===== src/rtl/core/rtt_aimd_pkg.sv =====
`timescale 1ns / 1ps
`default_nettype none

package rtt_aimd_pkg;

    localparam int unsigned RTT_W   = 20;
    localparam int unsigned TIME_W  = 32;
    localparam int unsigned DEPTH_W = 8;
    localparam int unsigned DATA_W  = 56;

    localparam logic [TIME_W-1:0]  NUDGE_INTERVAL_MS = 32'd400;
    localparam logic [RTT_W-1:0]   HIGH_LATENCY_MS   = 20'd40;
    localparam logic [13:0]        MS_PER_DEPTH      = 14'd40;
    localparam logic [14:0]        MS_PER_DEPTH_M1   = 15'd39;
    // 52429 / 2^18 is just above 1/5, exact for every 12-bit dividend.
    localparam logic [15:0]        RECIP_5           = 16'd52429;

    localparam logic               RST_ENABLE       = 1'b1;
    localparam logic               RST_REJECT_STALE = 1'b1;
    localparam logic [TIME_W-1:0]  RST_MIN_WINDOW   = 32'd0;
    localparam logic [DEPTH_W-1:0] RST_MAX_DEPTH    = 8'd8;
    localparam logic [DEPTH_W-1:0] RST_DEPTH        = 8'd1;

    typedef enum logic [1:0] {
        REG_ENABLE       = 2'd0,
        REG_REJECT_STALE = 2'd1,
        REG_MIN_WINDOW   = 2'd2,
        REG_MAX_DEPTH    = 2'd3
    } cfg_reg_t;

    typedef enum logic {
        REQ_SAMPLE = 1'b0,
        REQ_ADJUST = 1'b1
    } req_type_t;

    typedef struct packed {
        logic               enable;
        logic               reject_stale;
        logic [TIME_W-1:0]  min_window_ms;
        logic [DEPTH_W-1:0] max_depth;
    } cfg_t;

    typedef struct packed {
        req_type_t          req_type;
        logic [RTT_W-1:0]   rtt_sample;
        logic [TIME_W-1:0]  now_ms;
    } item_t;

    typedef struct packed {
        logic [RTT_W-1:0]   avg_rtt;
        logic [RTT_W-1:0]   least_rtt;
        logic [TIME_W-1:0]  least_rtt_time;
        logic               latched_high;
        logic [DEPTH_W-1:0] cur_depth;
        logic [TIME_W-1:0]  last_adjust_time;
    } state_t;

    // ceil(x / 40) for x up to 40 * 255; only the low byte is meaningful there.
    function automatic logic [DEPTH_W-1:0] ceil_div40(input logic [13:0] x);
        logic [14:0] z;
        logic [11:0] w;
        logic [27:0] prod;
        z    = {1'b0, x} + MS_PER_DEPTH_M1;
        w    = z[14:3];
        prod = {16'd0, w} * {12'd0, RECIP_5};
        return prod[25:18];
    endfunction

endpackage

`default_nettype wire


===== src/rtl/core/rtt_aimd_cfg.sv =====
`timescale 1ns / 1ps
`default_nettype none

module rtt_aimd_cfg (
    input  wire logic                  aclk,
    input  wire logic                  aresetn,
    input  wire logic                  cfg_valid,
    output logic                       cfg_ready,
    input  wire logic [1:0]            cfg_addr,
    input  wire logic [31:0]           cfg_wdata,
    output rtt_aimd_pkg::cfg_t         cfg
);

    rtt_aimd_pkg::cfg_t cfg_reg;
    rtt_aimd_pkg::cfg_t cfg_next;

    assign cfg_ready = 1'b1;
    assign cfg       = cfg_reg;

    always_comb begin
        cfg_next = cfg_reg;
        if (cfg_valid) begin
            case (rtt_aimd_pkg::cfg_reg_t'(cfg_addr))
                rtt_aimd_pkg::REG_ENABLE:       cfg_next.enable        = cfg_wdata[0];
                rtt_aimd_pkg::REG_REJECT_STALE: cfg_next.reject_stale  = cfg_wdata[0];
                rtt_aimd_pkg::REG_MIN_WINDOW:   cfg_next.min_window_ms = cfg_wdata;
                rtt_aimd_pkg::REG_MAX_DEPTH:    cfg_next.max_depth     = cfg_wdata[7:0];
                default: ;
            endcase
        end
    end

    always_ff @(posedge aclk) begin
        if (!aresetn) begin
            cfg_reg.enable        <= rtt_aimd_pkg::RST_ENABLE;
            cfg_reg.reject_stale  <= rtt_aimd_pkg::RST_REJECT_STALE;
            cfg_reg.min_window_ms <= rtt_aimd_pkg::RST_MIN_WINDOW;
            cfg_reg.max_depth     <= rtt_aimd_pkg::RST_MAX_DEPTH;
        end else begin
            cfg_reg <= cfg_next;
        end
    end

endmodule

`default_nettype wire


===== src/rtl/core/rtt_aimd_calc.sv =====
`timescale 1ns / 1ps
`default_nettype none

module rtt_aimd_calc (
    input  wire rtt_aimd_pkg::cfg_t    cfg,
    input  wire rtt_aimd_pkg::item_t   item,
    input  wire rtt_aimd_pkg::state_t  cur,
    output rtt_aimd_pkg::state_t       nxt,
    output logic                       accepted
);

    logic [21:0] rtt_plus1_x3;
    logic [21:0] avg_sum;
    logic        stale;
    logic [19:0] avg_new;
    logic [31:0] min_age;
    logic        min_replace;
    logic [31:0] adj_age;
    logic        heavy;
    logic [20:0] least_x15;
    logic [20:0] least_x125;
    logic [8:0]  d;
    logic [7:0]  maxd;
    logic [13:0] limit;
    logic [7:0]  hi;
    logic [7:0]  lo;

    always_comb begin
        nxt      = cur;
        accepted = 1'b1;

        // rtt < floor(avg / 3) holds exactly when 3 * (rtt + 1) <= avg.
        rtt_plus1_x3 = ({2'b00, item.rtt_sample} + 22'd1) * 22'd3;
        stale = cfg.reject_stale && (cur.avg_rtt != '0) &&
                (rtt_plus1_x3 <= {2'b00, cur.avg_rtt});
        avg_sum = {2'b00, cur.avg_rtt} * 22'd3 + {2'b00, item.rtt_sample};
        avg_new = (cur.avg_rtt != '0) ? avg_sum[21:2] : item.rtt_sample;
        min_age = item.now_ms - cur.least_rtt_time;
        min_replace = (cur.least_rtt == '0) || (item.rtt_sample <= cur.least_rtt) ||
                      ((cfg.min_window_ms != '0) && (min_age > cfg.min_window_ms));

        adj_age    = item.now_ms - cur.last_adjust_time;
        heavy      = {1'b0, cur.avg_rtt} > {cur.least_rtt, 1'b0};
        least_x15  = {1'b0, cur.least_rtt} + {2'b00, cur.least_rtt[19:1]};
        least_x125 = {1'b0, cur.least_rtt} + {3'b000, cur.least_rtt[19:2]};

        d = {1'b0, cur.cur_depth};
        if (heavy) begin
            if (d > 9'd1) begin
                d = d - 9'd1;
            end
        end else if (adj_age >= rtt_aimd_pkg::NUDGE_INTERVAL_MS) begin
            if ({1'b0, cur.avg_rtt} > least_x15) begin
                d = d - 9'd1;
            end else if ({1'b0, cur.avg_rtt} < least_x125) begin
                d = d + 9'd1;
            end
        end

        maxd  = (cfg.max_depth == '0) ? 8'd1 : cfg.max_depth;
        limit = {6'd0, maxd} * rtt_aimd_pkg::MS_PER_DEPTH;
        if (cur.least_rtt > {6'd0, limit}) begin
            hi = maxd;
        end else begin
            hi = rtt_aimd_pkg::ceil_div40(cur.least_rtt[13:0]);
        end
        if (cur.latched_high && (hi < 8'd2)) begin
            hi = 8'd2;
        end
        lo = cur.latched_high ? 8'd2 : 8'd1;
        if (lo > hi) begin
            lo = hi;
        end
        if (d > {1'b0, hi}) begin
            d = {1'b0, hi};
        end
        if (d < {1'b0, lo}) begin
            d = {1'b0, lo};
        end

        case (item.req_type)
            rtt_aimd_pkg::REQ_SAMPLE: begin
                if (stale) begin
                    accepted = 1'b0;
                end else begin
                    nxt.avg_rtt = avg_new;
                    if (avg_new > rtt_aimd_pkg::HIGH_LATENCY_MS) begin
                        nxt.latched_high = 1'b1;
                    end
                    if (min_replace) begin
                        nxt.least_rtt      = item.rtt_sample;
                        nxt.least_rtt_time = item.now_ms;
                    end
                end
            end
            rtt_aimd_pkg::REQ_ADJUST: begin
                // The dead band still restarts the nudge interval.
                if (cfg.enable && (cur.least_rtt != '0)) begin
                    nxt.cur_depth = d[7:0];
                    if (heavy || (adj_age >= rtt_aimd_pkg::NUDGE_INTERVAL_MS)) begin
                        nxt.last_adjust_time = item.now_ms;
                    end
                end
            end
            default: ;
        endcase
    end

endmodule

`default_nettype wire


===== src/rtl/core/rtt_tracked_aimd_depth_control.sv =====
`timescale 1ns / 1ps
`default_nettype none

// Channel   Direction  Beat contents
// s_        in         tuser: req_type; tdata: rtt_sample, now_ms
// m_        out        tuser: accepted; tdata: depth, smoothed_rtt, min_rtt, high_latency
// cfg_      in         cfg_addr: register index; cfg_wdata: value
//
// One beat is taken per cycle while the result side does not stall; a result passes
// through the input register and then the result register. The rate is set by the
// state update, which reads and writes the tracker registers between those two.
// Reset is synchronous; it restores the register defaults and a depth of one.
// A stalled result holds the input register, and s_tready drops once both are full.

module rtt_tracked_aimd_depth_control (
    input  wire logic        aclk,
    input  wire logic        aresetn,
    input  wire logic        s_tvalid,
    output logic             s_tready,
    input  wire logic [55:0] s_tdata,   // [19:0] rtt_sample, [51:20] now_ms
    input  wire logic        s_tuser,   // [0] req_type
    output logic             m_tvalid,
    input  wire logic        m_tready,
    output logic [55:0]      m_tdata,   // [7:0] depth, [27:8] smoothed_rtt,
                                        // [47:28] min_rtt, [48] high_latency
    output logic             m_tuser,   // [0] accepted
    input  wire logic        cfg_valid,
    output logic             cfg_ready,
    input  wire logic [1:0]  cfg_addr,
    input  wire logic [31:0] cfg_wdata
);

    rtt_aimd_pkg::cfg_t   cfg;
    rtt_aimd_pkg::item_t  in_item_reg;
    rtt_aimd_pkg::state_t state_reg;
    rtt_aimd_pkg::state_t state_next;
    logic                 in_valid_reg;
    logic                 in_valid_next;
    logic                 m_tvalid_reg;
    logic                 m_tvalid_next;
    logic [55:0]          m_tdata_reg;
    logic                 m_tuser_reg;
    logic                 calc_accepted;
    logic                 advance;
    logic                 s_fire;

    rtt_aimd_cfg u_cfg (
        .aclk      (aclk),
        .aresetn   (aresetn),
        .cfg_valid (cfg_valid),
        .cfg_ready (cfg_ready),
        .cfg_addr  (cfg_addr),
        .cfg_wdata (cfg_wdata),
        .cfg       (cfg)
    );

    rtt_aimd_calc u_calc (
        .cfg      (cfg),
        .item     (in_item_reg),
        .cur      (state_reg),
        .nxt      (state_next),
        .accepted (calc_accepted)
    );

    assign advance  = in_valid_reg && (!m_tvalid_reg || m_tready);
    assign s_tready = !in_valid_reg || advance;
    assign s_fire   = s_tvalid && s_tready;
    assign m_tvalid = m_tvalid_reg;
    assign m_tdata  = m_tdata_reg;
    assign m_tuser  = m_tuser_reg;

    always_comb begin
        in_valid_next = in_valid_reg;
        if (s_fire) begin
            in_valid_next = 1'b1;
        end else if (advance) begin
            in_valid_next = 1'b0;
        end
        m_tvalid_next = m_tvalid_reg;
        if (advance) begin
            m_tvalid_next = 1'b1;
        end else if (m_tready) begin
            m_tvalid_next = 1'b0;
        end
    end

    always_ff @(posedge aclk) begin
        if (!aresetn) begin
            in_valid_reg               <= 1'b0;
            m_tvalid_reg               <= 1'b0;
            state_reg.avg_rtt          <= '0;
            state_reg.least_rtt        <= '0;
            state_reg.least_rtt_time   <= '0;
            state_reg.latched_high     <= 1'b0;
            state_reg.cur_depth        <= rtt_aimd_pkg::RST_DEPTH;
            state_reg.last_adjust_time <= '0;
        end else begin
            in_valid_reg <= in_valid_next;
            m_tvalid_reg <= m_tvalid_next;
            if (advance) begin
                state_reg <= state_next;
            end
        end
    end

    always_ff @(posedge aclk) begin
        if (s_fire) begin
            in_item_reg.req_type   <= rtt_aimd_pkg::req_type_t'(s_tuser);
            in_item_reg.rtt_sample <= s_tdata[19:0];
            in_item_reg.now_ms     <= s_tdata[51:20];
        end
        if (advance) begin
            m_tuser_reg <= calc_accepted;
            m_tdata_reg <= {7'd0, state_next.latched_high, state_next.least_rtt,
                            state_next.avg_rtt, state_next.cur_depth};
        end
    end

    a_state_holds: assert property (@(posedge aclk) disable iff (!aresetn)
        !advance |=> $stable(state_reg))
        else $error("tracker state changed without an item moving to the result");

    a_depth_nonzero: assert property (@(posedge aclk) disable iff (!aresetn)
        state_reg.cur_depth != '0)
        else $error("depth reached zero");

    a_latch_sticky: assert property (@(posedge aclk) disable iff (!aresetn)
        state_reg.latched_high |=> state_reg.latched_high)
        else $error("high-latency flag cleared outside reset");

    a_result_follows: assert property (@(posedge aclk) disable iff (!aresetn)
        advance |=> m_tvalid_reg)
        else $error("item left the input register without a result");

    a_input_held: assert property (@(posedge aclk) disable iff (!aresetn)
        (in_valid_reg && !advance) |=> (in_valid_reg && $stable(in_item_reg)))
        else $error("pending item lost while the result side stalled");

endmodule

`default_nettype wire


===== config.mk =====
export PLATFORM = sky130hd
export DESIGN_NAME = rtt_tracked_aimd_depth_control
export DESIGN_NICKNAME = d
export VERILOG_FILES = /design/src/rtl/core/rtt_aimd_pkg.sv /design/src/rtl/core/rtt_aimd_cfg.sv /design/src/rtl/core/rtt_aimd_calc.sv /design/src/rtl/core/rtt_tracked_aimd_depth_control.sv
export SDC_FILE = /design/constraint.sdc
export NUM_CORES = 1
export LEC_CHECK = 0
export BUFFER_PORTS_ARGS = -buffer_cell sky130_fd_sc_hd__buf_2
export CAP_MARGIN = 40
export CORE_AREA = 2 2 298 300
export DETAILED_ROUTE_END_ITERATION = 8
export DIE_AREA = 0 0 300 302
export PLACE_DENSITY_LB_ADDON = 0.3
export SLEW_MARGIN = 5
export SYNTH_ARGS = -nofsm -noshare
export SYNTH_HDL_FRONTEND = slang
export SYNTH_SLANG_ARGS = --single-unit

===== constraint.sdc =====
create_clock -name aclk -period 30 [get_ports aclk]
set_input_delay 6 -clock aclk [delete_from_list [all_inputs] [get_ports aclk]]
set_output_delay 6 -clock aclk [all_outputs]
set_load 0.1 [all_outputs]

; ---- Word level (Yosys, flattened, before mapping)
; Cells that the tools add are included.
[totals]
reg_bits = 260
input_bits = 96
output_inout_bits = 60
wordCells = 102
[classes]
n_addsub = 9
multipliers = 4
n_lt_le_gt_ge = 14
eq_ne = 3
mux = 25
bitwise = 2
reduce_logical = 28
[op_table]
columns = op, count
row1 = two-way mux 73 bit, 2
row2 = two-way mux 40 bit, 2
row3 = subtractor 32 bit, 2
row4 = two-way mux 9 bit, 6
row5 = two-way mux 52 bit, 1
row6 = greater-than comparator 20 x 21 -> 1 bit, 2
row7 = two-way mux 8 bit, 5
row8 = nonzero test 20 bit, 2
row9 = greater-or-equal comparator 32 x 9 -> 1 bit (second input constant), 1
row10 = greater-than comparator 32 bit, 1
row11 = two-way mux 32 bit, 1
row12 = nonzero test 32 bit, 1
row13 = multiplier 12 x 16 -> 26 bit (second input constant), 1
row14 = adder 22 x 20 -> 22 bit, 1
row15 = <= comparator 22 x 20 -> 1 bit, 1
row16 = multiplier 20 x 2 -> 22 bit (second input constant), 1
row17 = multiplier 22 x 2 -> 22 bit (second input constant), 1
row18 = adder 20 x 1 -> 21 bit (second input constant), 1
row19 = adder 20 x 18 -> 21 bit, 1
row20 = adder 20 x 19 -> 21 bit, 1
row21 = less-than comparator 20 x 21 -> 1 bit, 1
row22 = greater-than comparator 20 x 14 -> 1 bit, 1
row23 = greater-than comparator 20 x 6 -> 1 bit (second input constant), 1
row24 = <= comparator 20 bit, 1
row25 = 24 further kinds, 47

; ---- Longest topological paths before layout
; Gate-level depths: netlist (run 1).
[logic_depth]
depth_word = 14
depth_mapped = 57
ltp_nobuf = 54

; ---- Hierarchy
; From an unflattened synthesis (run 1), not the netlist that was laid out.
[hier_totals]
hier_cells = 3083
hier_area_um2 = 26576.7
[modules_own_cells]
columns = mod, instances, cells_each, area_each_um2, seq_area_each_um2
row1 = rtt_aimd_calc, 1, 2295, 17117.7, 0.0
row2 = rtt_tracked_aimd_depth_control, 1, 610, 7783.7, 5395.2
row3 = rtt_aimd_cfg, 1, 178, 1675.4, 840.8

; ---- Worst setup path before layout (run 1)
; Ideal clock, no wire load.
[synth_path]
path_type = input port to output port
from = input port m_tready
to = output port s_tready
t_arrival_ns = 6.778
t_required_ns = 24.000
path_slack_ns = 17.222
path_stages = 2
n_path_buf = 0
path_cell_list = nor2b_1 nand2_1
[synth_between]
elab_chain_cells = 3
[synth_rtl]
columns = item, line_no
row1 = "start, declared", rtt_tracked_aimd_depth_control.sv:23  ; input wire logic m_tready,
row2 = logical OR 1 bit, rtt_tracked_aimd_depth_control.sv:65  ; assign advance = in_valid_reg && (!m_tvalid_reg || m_tready);
row3 = logical AND 1 bit, rtt_tracked_aimd_depth_control.sv:65
row4 = logical OR 1 bit, rtt_tracked_aimd_depth_control.sv:66  ; assign s_tready = !in_valid_reg || advance;
row5 = "end, declared", rtt_tracked_aimd_depth_control.sv:19  ; output logic s_tready,
; No other way between the ends.

; ---- Final worst setup path (run 1)
; Same ends and word-level chain as after synthesis.

==> results.json, run 1 <==
{
  "clockBufferDepth": 3,
  "grt_usage": 0.155,
  "irDropWorstVdd_uv": 42.6,
  "cts_tree": "built",
  "postCtsSetupRepairBufs": 0,
  "synth_top_family_by_area": "adder cells",
  "areaGrowthSynthToFinish_pct": 11.7,
  "grt_first_pass_wirelength_um": 113000,
  "layoutNonFillerInstCount": 4359,
  "die-area_um2": 90600,
  "leakagePower_uw": 0.0126,
  "hold_buffers": 0,
  "ys_seq_elements": 260,
  "antenna_found_initial": 2,
  "yosysWarnings": 0,
  "nNetsFinal": 3741,
  "crit_path_start": "m_tready",
  "synth_edf_count": 103,
  "rsz0062_at_grt": "false",
  "drive_gt1_frac": 0.0877,
  "synth_compound_area_frac": 0.197,
  "avgSynthCellArea_um2": 8.50,
  "slew_violations": 0,
  "drt_iter0_drc": 1219,
  "synth_top_cell_area_share": 0.197,
  "largest_reg_flops": 113,
  "synthCells": 3065,
  "slew_headroom": 0.397,
  "ys_async_sr_fraction": 0,
  "dr.pass1.iters": 5,
  "wirelength_um": 70600,
  "detail-route-antenna-nets": 0,
  "muxShareOfSynthArea": 0.0256,
  "chipWidth_um": 300,
  "grt_max_degree": 80,
  "rr_worst_depth": 52,
  "synth_top_area_cell": "ha_1",
  "min_period_over_period": 0.428,
  "finish.instance_area_um2": 29100,
  "worstMarginPinSlew_ns": 0.905,
  "max_freq_ghz": 0.0780,
  "synth_fa_ha_area_frac": 0.249,
  "cap_violations": 0,
  "tns_ns": 0,
  "start_util": 0.298,
  "hold-path-cell-count": 2,
  "dpl-instance-area_um2": 27900,
  "crit_chain": "buf_2 > nor2b_1 > nand2_1 > buf_2",
  "synth_xor_area_frac": 0.0514,
  "power_density_nw_per_um2": 51.9,
  "root_buffer": "clkbuf_16",
  "cpPeakStageDelay_ns": 0.31,
  "synthFlopType": "dfxtp_1",
  "slowest_stage": "nor2b_1",
  "setup_violations": 0,
  "drcViolationCount": 0,
  "clk_latency_ns": 0.57,
  "ys_seq_area_frac": 0.239,
  "vias_per_cell": 4.91,
  "port_buffers": 143,
  "post_cts_resized": 0,
  "end_kind": "primary output",
  "min_path_type": "flip-flop to flip-flop",
  "core-area_um2": 87600,
  "crit_fanout": 4,
  "holdCritStartpoint": "state_reg[47]$_SDFFE_PN0P_",
  "path_class": "primary input to primary output",
  "io_pins": 156,
  "clock-skew-final_ns": 0.0288,
  "wl_per_cell_um": 16.2,
  "yosys.area_share.simple": 0.173,
  "gp_congestion": 0.860,
  "utilization": 0.332,
  "cts_made_buffers": 34,
  "cp-start-kind": "primary input",
  "required_ns": 24.00,
  "grt_pass1_vias": 20300,
  "fp.dieH_um": 302,
  "cts.htree.levels": 2,
  "syn-cell-area_um2": 26000,
  "rows": 109,
  "period_minus_slack_ns": 12.83,
  "hpwl_um": 57100,
  "numClockSinks": 260,
  "status": "finished clean",
  "via_count": 21400,
  "timing_hold_violations_final": 0,
  "path_clk_slew_ns": 0.06,
  "ys_types": 104,
  "placed_cells": 4295,
  "cp_common_cell": "buf_2",
  "synth_area_leaders": "ha_1 (20%), dfxtp_1 (12%), edfxtp_1 (12%), fa_1 (5.2%), nand2_1 (4.6%)",
  "r2r_start": "state_reg[75]$_SDFFE_PN0P_",
  "overflow": 0,
  "critPathArrivalTime_ns": 6.83
}
==> cell type report <==
type | instances | area, µm²
fill | 9270 | 58400
multi-input combinational | 2405 | 18200
sequential | 260 | 6240
tap | 1165 | 1460
inverter | 307 | 1150
clock buffer | 40 | 915
timing repair buffer | 159 | 840
clock inverter | 22 | 268
antenna | 1 | 2.50
==> layout by cell type (no fill, tap or decap), types with 53 or more instances in the layout <==
| cell | Yosys | final |
|---|---|---|
| a21o_1 | 82 | 82 |
| a21oi_1 | 176 | 176 |
| buf_2 | 10 | 142 |
| dfxtp_1 | 157 | 157 |
| edfxtp_1 | 103 | 103 |
| fa_1 | 68 | 68 |
| ha_1 | 410 | 410 |
| inv_1 | 307 | 307 |
| mux2i_1 | 54 | 54 |
| nand2_1 | 320 | 320 |
| nand3_1 | 113 | 113 |
| nor2_1 | 158 | 157 |
| nor2b_1 | 82 | 81 |
| o21ai_0 | 151 | 151 |
| o21ai_1 | 55 | 55 |
| xnor2_1 | 100 | 100 |
| xor2_1 | 53 | 53 |
==> cells in the mapped netlist (20+ instances only) <==
master / count
a211oi_1: 20
a21boi_0: 45
a21o_1: 82
a21oi_1: 176
a31oi_1: 23
and2_1: 25
and3_1: 26
clkbuf_1: 70
dfxtp_1: 157
edfxtp_1: 103
fa_1: 68
ha_1: 410
inv_1: 307
mux2i_1: 54
nand2_1: 320
nand2b_1: 23
nand3_1: 113
nand4_1: 45
nor2_1: 158
nor2b_1: 82
nor3_1: 43
o211ai_1: 20
o21a_1: 34
o21ai_0: 151
o21ai_1: 55
o21bai_1: 24
xnor2_1: 100
xor2_1: 53
==> metal layers <==
metal / routed length [µm] / GRT usage
met1: 33400 / 0.208
met5: 0 / 0
met2: 33500 / 0.265
met4: 1340 / 0.0351
met3: 2370 / 0.0178
==> worst max-delay path, delay by kind of cell <==
kind,cells,cell delay (ns)
buffers and inverters,2,0.40
and+or+nand+nor,2,0.42
==> through the flow <==
step | hold WS (ns) | setup WS (ns) | power, µW
floorplan | 0.428 | 17.22 | 926
global placement | 0.435 | 17.18 | 1080
detailed placement | 0.441 | 17.17 | 1090
CTS | 0.449 | 17.17 | 1530
global route | 0.465 | 16.42 | 1620
finish | 0.447 | 17.17 | 1510
==> final timing paths <==
path                                                   end  slack (ns)
worst max-delay path                              s_tready       17.17
worst max register to register        m_tdata[7]$_DFFE_PP_       17.47
worst min register to register  state_reg[47]$_SDFFE_PN0P_        0.45
worst min-delay path            state_reg[47]$_SDFFE_PN0P_        0.45
==> logic make-up after synthesis <==
family / after synthesis
AND/OR/NAND/NOR: 924
AO/OA/AOI/OAI: 772
adder cells (fa/ha/maj): 478
buffers and inverters: 412
flip-flops: 260
XOR/XNOR: 153
multiplexers: 64
other: 2
==> power by group <==
| part | internal, µW | switching [µW] | leakage [µW] |
|---|---|---|---|
| logic | 251 | 409 | 0.00981 |
| registers | 393 | 26.7 | 0.00226 |
| clock network | 257 | 175 | 0.000570 |
| total | 900 | 611 | 0.0126 |
Note: power is estimated with default switching activity, not from simulation.
==> run 2, diff against run 1 <==
- clock period: 30 -> 10.4 ns (I/O delays scaled with it)
==> run 2 against run 1 <==
Sequential power grew to 2.9 times the previous value. Clock-buffer cell count is 1 higher. Setup slack got worse by 17 ns. Largest cell class unchanged. Utilization is 1.6 points higher. Hold slack barely moved.
==> results.json, run 2 (synthesis results as in run 1) <==
{
  "via_count": 22000,
  "path_class": "flip-flop to flip-flop",
  "cts.htree.levels": 2,
  "clk_latency_ns": 0.56,
  "grt_usage": 0.159,
  "fp.dieH_um": 302,
  "hpwl_um": 58700,
  "crit_fanout": 4,
  "power_density_nw_per_um2": 152,
  "overflow": 0,
  "timing_hold_violations_final": 0,
  "slew_headroom": 0.367,
  "p_int_uw": 2780,
  "gp_congestion": 0.853,
  "path_clk_slew_ns": 0.06,
  "cpPeakStageDelay_ns": 0.60,
  "irDropWorstVdd_uv": 94.9,
  "drt_iter0_drc": 1142,
  "critPathTopFamily": "compound AO/OA/AOI/OAI gates",
  "drcViolationCount": 0,
  "finish.instance_area_um2": 30500,
  "cp-start-kind": "flip-flop",
  "chipWidth_um": 300,
  "min_path_type": "flip-flop to flip-flop",
  "clockBufferDepth": 3,
  "dr.pass1.iters": 5,
  "grt_pass1_vias": 21100,
  "numClockSinks": 260,
  "detail-route-antenna-nets": 0,
  "min_period_over_period": 0.995,
  "clock-skew-final_ns": 0.0298,
  "clockPowerShare": 0.256,
  "required_ns": 10.71,
  "vias_per_cell": 4.89,
  "start_util": 0.298,
  "io_pins": 156,
  "slowest_stage": "fa_2",
  "root_buffer": "clkbuf_16",
  "wirelength_um": 73400,
  "p_sw_frac": 0.400,
  "end_kind": "flip-flop",
  "p_sw_uw": 1860,
  "dpl-instance-area_um2": 28900,
  "largest_reg_flops": 113,
  "layout_common_cells": "ha_1 (399), nand2_1 (317), inv_1 (296)",
  "worstMarginPinSlew_ns": 0.946,
  "cts_tree": "built",
  "leakagePower_uw": 0.0134,
  "combPwrFrac": 0.484,
  "seqPwrFrac": 0.259,
  "grt_first_pass_wirelength_um": 116000,
  "r2r_slack_ns": 0.05,
  "cts_made_buffers": 34,
  "core-area_um2": 87600,
  "rsz0062_at_grt": "true",
  "critPathArrivalTime_ns": 10.66,
  "wl_per_cell_um": 16.3,
  "port_buffers": 143,
  "path_buf_inv": 6,
  "utilization": 0.349,
  "setup_violations": 0,
  "period_minus_slack_ns": 10.35,
  "rows": 109,
  "nNetsFinal": 3880,
  "status": "finished clean",
  "drive_gt1_frac": 0.143,
  "antenna_found_initial": 5,
  "grt_max_degree": 80,
  "cap_violations": 0,
  "cp_common_cell": "o21a_1",
  "die-area_um2": 90600,
  "slew_violations": 0,
  "areaGrowthSynthToFinish_pct": 17.2,
  "final_common_cell": "ha_1",
  "max_freq_ghz": 0.0966
}
run 2: cell count changes in the layout (fill, tap and decap cells not counted), moves of 9 or more:
| cell | change |
|---|---|
| inv_1 | -11 |
| ha_1 | -11 |
| buf_4 | +130 |
| inv_2 | +9 |
run 2: power by group through the flow:
| stage | Combinational, µW | Clock (µW) | Sequential, µW |
|---|---|---|---|
| after global placement | 2060 | 0 | 1230 |
| final | 2250 | 1190 | 1200 |
| after CTS | 2140 | 1230 | 1200 |
| after detailed placement | 2080 | 0 | 1230 |
| after global routing | 2490 | 1260 | 1210 |
| after floorplan | 1360 | 0 | 1320 |
run 2: path summary, 6_finish.rpt:
path,startpoint,end,cells after the start
worst max-delay path,state_reg[74]$_SDFFE_PN0P_,m_tdata[0]$_DFFE_PP_,53
worst max register to register,state_reg[74]$_SDFFE_PN0P_,m_tdata[0]$_DFFE_PP_,53
worst min register to register,state_reg[61]$_SDFFE_PN0P_,state_reg[61]$_SDFFE_PN0P_,2
worst min-delay path,state_reg[61]$_SDFFE_PN0P_,state_reg[61]$_SDFFE_PN0P_,2
run 2: routing by layer:
layer  up-vias  share of wire  track usage
li1      11300              -            -
met1     10300           0.47        0.209
met2       345           0.48        0.280
met3        80          0.029       0.0157
met4         0          0.019       0.0370
met5         -              0            0
run 2: layout make-up:
class                           instances  area, µm²
Antenna cell                            3       7.51
Fill cell                            9172      57000
Clock buffer                           41        897
Clock inverter                         19        211
Tap cell                             1165       1460
Inverter                              307       1160
Timing Repair Buffer                  297       1940
Multi-Input combinational cell       2406      18600
Sequential cell                       260       6250
run 2: repair_timing:
| action | 4_1_cts | 5_1_grt |
|---|---|---|
| pin swaps | 17 | 52 |
| hold endpoints to repair | 0 | 0 |
| gates cloned | 1 | 0 |
| hold buffers | 0 | 0 |
| resized for setup | 26 | 63 |
| setup endpoints to repair | 16 | 16 |
| setup buffers | 4 | 16 |
run 2: through the flow:
stage | TNS, ns | cells | hold slack (ns) | power [µW] | setup WS [ns]
after detailed placement | -4.38 | 4415 | 0.441 | 3310 | -0.370
final | 0 | 4498 | 0.446 | 4640 | 0.0509
after global routing | -5.02 | 4498 | 0.463 | 4970 | -0.458
after global placement | -3.51 | 4413 | 0.435 | 3290 | -0.334
after CTS | 0 | 4480 | 0.449 | 4570 | 0.0112
after floorplan | 0 | 3077 | 0.428 | 2680 | 0.00185
run 2: worst register-to-register path, delay by kind of cell (launching register included):
kind            cells  cell delay (ns)
simple gates       14             2.22
mux                 2             0.40
xor+xnor            1             0.16
fa+ha+maj           9             3.26
flops               1             0.35
buf+inv             6             0.46
compound gates     21             3.29
==> run 3, diff against run 2 <==
==> constraint.sdc (replaced) <==
create_clock -name aclk -period 10.4 [get_ports aclk]
set_input_delay 1.04 -clock aclk [delete_from_list [all_inputs] [get_ports aclk]]
set_output_delay 1.04 -clock aclk [all_outputs]
set_load 0.1 [all_outputs]
==> run 3 against run 2 <==
Non-clock buffer count shrank 12. Sequential cell count unchanged. Critical path depth grew 1. Critical endpoint is now m_tdata[5]$_DFFE_PP_. Register-to-register slack improved by 0.07 ns. Fmax rose by 0.71%. Setup slack better by 0.073 ns. Combinational power is 2% lower. Final area grew 0.62%.
==> results.json, run 3 (synthesis results as in run 1) <==
{
  "period_minus_slack_ns": 10.28,
  "leakagePower_uw": 0.0134,
  "core-area_um2": 87600,
  "fill_cells": 9196,
  "timing.hold.ws_ns": 0.448,
  "largest_reg_flops": 113,
  "cts.htree.levels": 2,
  "cp-start-kind": "flip-flop",
  "max_freq_ghz": 0.0973,
  "slowest_stage": "fa_1",
  "cp_common_cell": "o21a_1",
  "antenna_found_initial": 4,
  "dr.pass1.iters": 5,
  "irDropWorstVdd_uv": 122,
  "areaGrowthSynthToFinish_pct": 17.9,
  "root_buffer": "clkbuf_16",
  "die-area_um2": 90600,
  "drt_iter0_drc": 1270,
  "drive_gt1_frac": 0.147,
  "overflow": 0,
  "wl_per_cell_um": 16.3,
  "final-seq-area_um2": 6250,
  "critPathArrivalTime_ns": 10.58,
  "vias_per_cell": 4.90,
  "cts_made_buffers": 34,
  "cts_tree": "built",
  "detail-route-antenna-nets": 0,
  "wirelength_um": 73100,
  "numClockSinks": 260,
  "final_common_cell": "ha_1",
  "port_buffers": 143,
  "multiInputGateArea_um2": 18800,
  "start_util": 0.298,
  "finish.instance_area_um2": 30700,
  "min_path_type": "flip-flop to flip-flop",
  "hpwl_um": 58600,
  "rows": 109,
  "cpPeakStageDelay_ns": 0.55,
  "clk_latency_ns": 0.58,
  "power_density_nw_per_um2": 152,
  "nNetsFinal": 3868,
  "required_ns": 10.71,
  "power.total_uw": 4680,
  "chipWidth_um": 300,
  "via_count": 22000,
  "timing_hold_violations_final": 0,
  "gp_congestion": 0.856,
  "setup_violations": 0,
  "worstMarginPinSlew_ns": 0.917,
  "layout_common_cells": "ha_1 (388), nand2_1 (316), inv_1 (291)",
  "grt_usage": 0.158,
  "dpl-instance-area_um2": 28800,
  "path_class": "flip-flop to flip-flop",
  "rsz0062_at_grt": "true",
  "hold_buffers": 0,
  "utilization": 0.351,
  "critPathTopFamily": "compound AO/OA/AOI/OAI gates",
  "slew_violations": 0,
  "path_buf_inv": 7,
  "drcViolationCount": 0,
  "path_clk_slew_ns": 0.07,
  "clock-skew-final_ns": 0.0375,
  "fp.dieH_um": 302,
  "clockBufferDepth": 3,
  "crit_fanout": 5,
  "io_pins": 156,
  "grt_pass1_vias": 20900,
  "status": "finished clean",
  "grt_max_degree": 87,
  "min_period_over_period": 0.988,
  "cap_violations": 0,
  "slew_headroom": 0.388,
  "end_kind": "flip-flop",
  "grt_first_pass_wirelength_um": 115000
}
[run 3: final timing paths]
check / start / to / slack, ns / depth (start not counted)
max: state_reg[74]$_SDFFE_PN0P_ / m_tdata[5]$_DFFE_PP_ / 0.12 / 54
min: state_reg[61]$_SDFFE_PN0P_ / state_reg[61]$_SDFFE_PN0P_ / 0.45 / 2
max reg2reg: state_reg[74]$_SDFFE_PN0P_ / m_tdata[5]$_DFFE_PP_ / 0.12 / 54
min reg2reg: state_reg[61]$_SDFFE_PN0P_ / state_reg[61]$_SDFFE_PN0P_ / 0.45 / 2
[run 3: report_power, final]
part | total, µW | switching [µW] | internal, µW | leakage (µW)
combinational | 2210 | 1280 | 932 | 0.0106
sequential | 1200 | 72.0 | 1130 | 0.00227
clock | 1260 | 514 | 750 | 0.000548
total | 4680 | 1870 | 2810 | 0.0134
[run 3: area by class of cell]
type,count,area share
diodes,3,0.000244
clock buffers,42,0.0293
clock inverters,20,0.00925
inverters,307,0.0380
multi-input cells,2406,0.612
flip-flops and latches,260,0.203
well taps,1165,0.0475
repair buffers,285,0.0604
[run 3: timing repair]
item	in CTS	in global routing
buffers inserted	2	14
hold endpoints to repair	0	0
pin swaps	11	73
resized for setup	20	99
gates cloned	0	1
setup endpoints to repair	16	16
[run 3: routing by layer]
metal | up-vias | part of all wire | track usage | routed length (µm)
met5 | - | 0 | 0 | 0
met4 | 0 | 0.028 | 0.0480 | 2070
met3 | 94 | 0.034 | 0.0177 | 2450
met2 | 364 | 0.47 | 0.270 | 34500
met1 | 10200 | 0.47 | 0.209 | 34100
li1 | 11300 | - | - | -
[run 3: metrics by stage]
step / setup TNS [ns] / setup WS [ns] / instances
2_1_floorplan: 0 / 0.00185 / 3077
3_3_place_gp: -2.14 / -0.241 / 4404
3_5_place_dp: -2.79 / -0.282 / 4407
4_1_cts: 0 / 0.0115 / 4471
5_1_grt: -4.51 / -0.363 / 4487
6_report: 0 / 0.124 / 4488
[run 3: worst reg2reg max path, delay by kind of cell, from the launching register on]
kind,cells,cell delay [ns]
flops,1,0.37
xor+xnor,1,0.24
compound gates,24,4.16
simple gates,13,1.61
fa+ha+maj,9,3.02
buf+inv,7,0.66
